**src/design/iplpt_ram.sv**
```systemverilog
// Generic single-port-write, single-read RAM with registered read data.
// No dependencies.
module iplpt_ram #(
    parameter int WIDTH = 8,
    parameter int DEPTH = 64
) (
    input  logic                     i_clk,
    input  logic                     i_we,
    input  logic [$clog2(DEPTH)-1:0] i_waddr,
    input  logic [WIDTH-1:0]         i_wdata,
    input  logic [$clog2(DEPTH)-1:0] i_raddr,
    output logic [WIDTH-1:0]         o_rdata
);
    logic [WIDTH-1:0] r_mem [DEPTH];

    // Write port and registered read port.
    always_ff @(posedge i_clk) begin
        if (i_we) begin
            r_mem[i_waddr] <= i_wdata;
        end
        o_rdata <= r_mem[i_raddr];
    end
endmodule
```
**config.mk**
```make
export PLATFORM = sky130hd
export DESIGN_NAME = iplpt_ram
export DESIGN_NICKNAME = d
export VERILOG_FILES = /design/src/design/iplpt_ram.sv
export SDC_FILE = /design/constraint.sdc
export NUM_CORES = 1
export LEC_CHECK = 0
export CAP_MARGIN = 20
export CORE_MARGIN = 2
export CORE_UTILIZATION = 55
export DETAILED_ROUTE_END_ITERATION = 7
export DONT_BUFFER_PORTS = 1
export PLACE_DENSITY = 0.7
export RECOVER_POWER = 25
export SLEW_MARGIN = 15
export SYNTH_ARGS = -nofsm -noshare
export SYNTH_HDL_FRONTEND = slang
export SYNTH_SLANG_ARGS = --single-unit
```
**constraint.sdc**
```tcl
create_clock -name i_clk -period 3 [get_ports i_clk]
set_clock_uncertainty 0.1 [all_clocks]
set_input_delay 0.45 -clock i_clk [delete_from_list [all_inputs] [get_ports i_clk]]
set_output_delay 0.45 -clock i_clk [all_outputs]
set_load 0.05 [all_outputs]
```
==> results.ini <==
[timing]
setup_tns_ns=0
setup_violations=0
period_needed_ns=2.601
finalHoldViolCount=0
slew_headroom_pct=-83.34
worst_slew_pin_slew_ns=2.750
max_freq_mhz=384.5
fin_crit_sh_pct=86.70
holdWs_ns=0.03144
fin_ws_ns=0.3989
slew_violations=520
grt_setup_unrepaired=no

[floorplanning]
fp.coreArea_mm2=0.03635
die_w_um=195.5
die_y_um=195.5
num_io_pins=30
rows=70
dieArea_mm2=0.03821
start_util_pct=55.48

[worst_setup_path]
path_class=primary input to flip-flop
required_ns=2.89
cp_data_arrival_time_ns=2.49
reg2regPathDepth=5
path_buf_inv=1
cp_num_cells=1
max_stage_delay_ns=1.98
start_kind=primary input
critPathTopFamily=buffers and inverters
crit_chain=clkdlybuf4s25_1
crit_start=i_wdata[0]
cp_max_fo=64
r2r_start=r_mem[51][5]
crit_path_end_kind=flip-flop
critPathSlowestCell=clkdlybuf4s25_1

[layout]
post-route-util_pct=62.13
instances_no_fill=1523
drive_gt1_share_pct=25.88
area_delta_synth_final_pct=11.97
nets=1044
final_area_mm2=0.02258
antenna_cells=0

[power_and_ir_drop]
p_seq_share_pct=55.9
power.internal_mw=11.68
clockPowerShare_pct=40.4
p_per_area_mw_per_mm2=644.9
leakage_nw=7.136
comb_power_share_pct=3.7
vdd_ir_drop_max_v=0.0004121
total_power_mw=14.56
p_switching_mw=2.885
switching_share_pct=19.81

[global_route]
use_met3_pct=3.990
overflow=0
first_global_vias=9727
grt_pass1_wl_um=63870
grt-busiest-layer=met2
antenna_found_initial=2
use_met2_pct=35.90
grt_max_degree=138
track_usage_pct=23.04
use_met1_pct=33.67

[hold_path]
whs_path_depth=2
hold_class=primary input to flip-flop
hp-start=i_raddr[4]

[clocking]
clock_path_buffers=3
numCtsBuffers=51
cts_tree=yes
cts-root-buf=clkbuf_16
clock_latency_ns=0.57
cts-htree-levels=2
clock_sinks=520
clk_pin_slew_ns=0.06

[synthesis]
async_flop_share_pct=0
synth.distinct_cells=40
synth_edf_count=512
synthesis.area_mm2=0.02017
syn_nets=962
syn-instance-count=940
synthFlopType=edfxtp_1
ys_seq_area_share_pct=77.03
synth-seq-cells=520
yosys_warnings=0
avgSynthCellArea_um2=21.45

[routing]
drc=0
num_vias=9601
viasPerCell=6.304
wire_per_inst_um=28.08
drt_iter0_drc=1224
routed_wl_um=42760
antenna_left=0
first_pass_iters=8

[placement]
placed_cells=1425
port-buffer-count=0
finalWeightedCongestion=0.7844
dpl-instance-area_mm2=0.02095
dp_hpwl_um=23930
place_ws_ns=0.5369

[status]
outcome=finished with violations
violations=max-capacitance violations, max-slew violations

[job]
cap_violations=8

## cells in the mapped netlist, drive strengths merged, types with 4 or more instances
| cell | instances | area share (%) |
|---|---|---|
| edfxtp | 512 | 76 |
| mux4 | 126 | 14 |
| nor2 | 83 | 1.5 |
| buf | 34 | 1.3 |
| mux2i | 23 | 1.1 |
| nand2 | 19 | 0.35 |
| clkbuf | 17 | 0.32 |
| nor2b | 14 | 0.43 |
| mux2 | 13 | 0.73 |
| nand3 | 13 | 0.32 |
| dfxtp | 8 | 0.79 |
| o221ai | 8 | 0.35 |
| o22ai | 8 | 0.25 |
| nand2b | 7 | 0.22 |
| nor3 | 7 | 0.17 |
| a221oi | 6 | 0.26 |
| a211oi | 4 | 0.15 |
| o21ai | 4 | 0.099 |
## cells in the final DEF, fill, tap and decap left out, types with 3 or more instances in the layout
cell | synthesis | routed
o22ai_1 | 8 | 8
nor2b_1 | 14 | 14
mux2_2 | 13 | 13
clkinv_1 | 0 | 10
mux4_2 | 126 | 126
dlymetal6s4s_1 | 0 | 3
buf_4 | 13 | 68
edfxtp_1 | 512 | 512
a21oi_1 | 3 | 3
o2111ai_1 | 3 | 3
nand3b_1 | 3 | 3
clkinv_2 | 0 | 9
dlygate4sd3_1 | 0 | 4
nor2_1 | 83 | 83
nand2b_1 | 7 | 7
clkdlybuf4s25_1 | 0 | 4
nand3_1 | 13 | 13
dfxtp_1 | 8 | 8
clkbuf_16 | 0 | 53
a221oi_1 | 6 | 6
o2bb2ai_1 | 3 | 3
a22oi_1 | 3 | 3
nor3_1 | 7 | 7
o221ai_1 | 8 | 8
clkbuf_1 | 17 | 13
nand2_1 | 19 | 19
mux2i_1 | 23 | 23
a211oi_1 | 4 | 4
## cells by family (layout without fill, tap and decap cells)
kind of cell           Yosys count  in the layout  share of synthesized area [%]
flip-flops                     520            520                          77.03
multiplexers                   162            162                          15.94
AND/OR/NAND/NOR                153            153                          3.387
AO/OA/AOI/OAI                   54             54                          2.072
buffers and inverters           51            166                          1.570
## metal layers
metal,wire length [µm],share of wire (%)
met1,17930,42
met2,20400,48
met3,3086,7.2
met4,1328,3.1
met5,13,0.030
## final timing paths
kind                            slack, ns      endpoint
worst max register to register       0.50    o_rdata[5]
worst min register to register       0.78    o_rdata[1]
worst min-delay path                 0.03    o_rdata[0]
worst max-delay path                 0.40  r_mem[61][0]
## power groups by stage
stage,registers [mW],clock network [mW],logic [mW]
3_5_place_dp,8.27,0,0.416
4_1_cts,8.12,5.95,0.569
2_1_floorplan,8.26,0,0.429
5_1_grt,8.14,6.22,0.575
6_report,8.14,5.88,0.542
3_3_place_gp,8.27,0,0.412
## final cells by class
cell class                      instances  area [µm²]
Clock buffer                           65        1371
Multi-Input combinational cell        369        4315
Fill cell                            2411       13770
Tap cell                              468       585.6
Sequential cell                       520       15530
Timing Repair Buffer                   80       631.9
Clock inverter                         21       142.6
## flip-flops by register name (all words and copies together) (netlist names)
| signal | count |
|---|---|
| o_rdata | 8 |
| r_mem | 512 |
## what timing repair did
action | in CTS | in global routing
hold endpoints to repair | 519 | 0
setup buffers | 0 | 0
gates resized for setup | 0 | 0
hold buffers | 12 | 0
(Power assumes the default switching activity.)
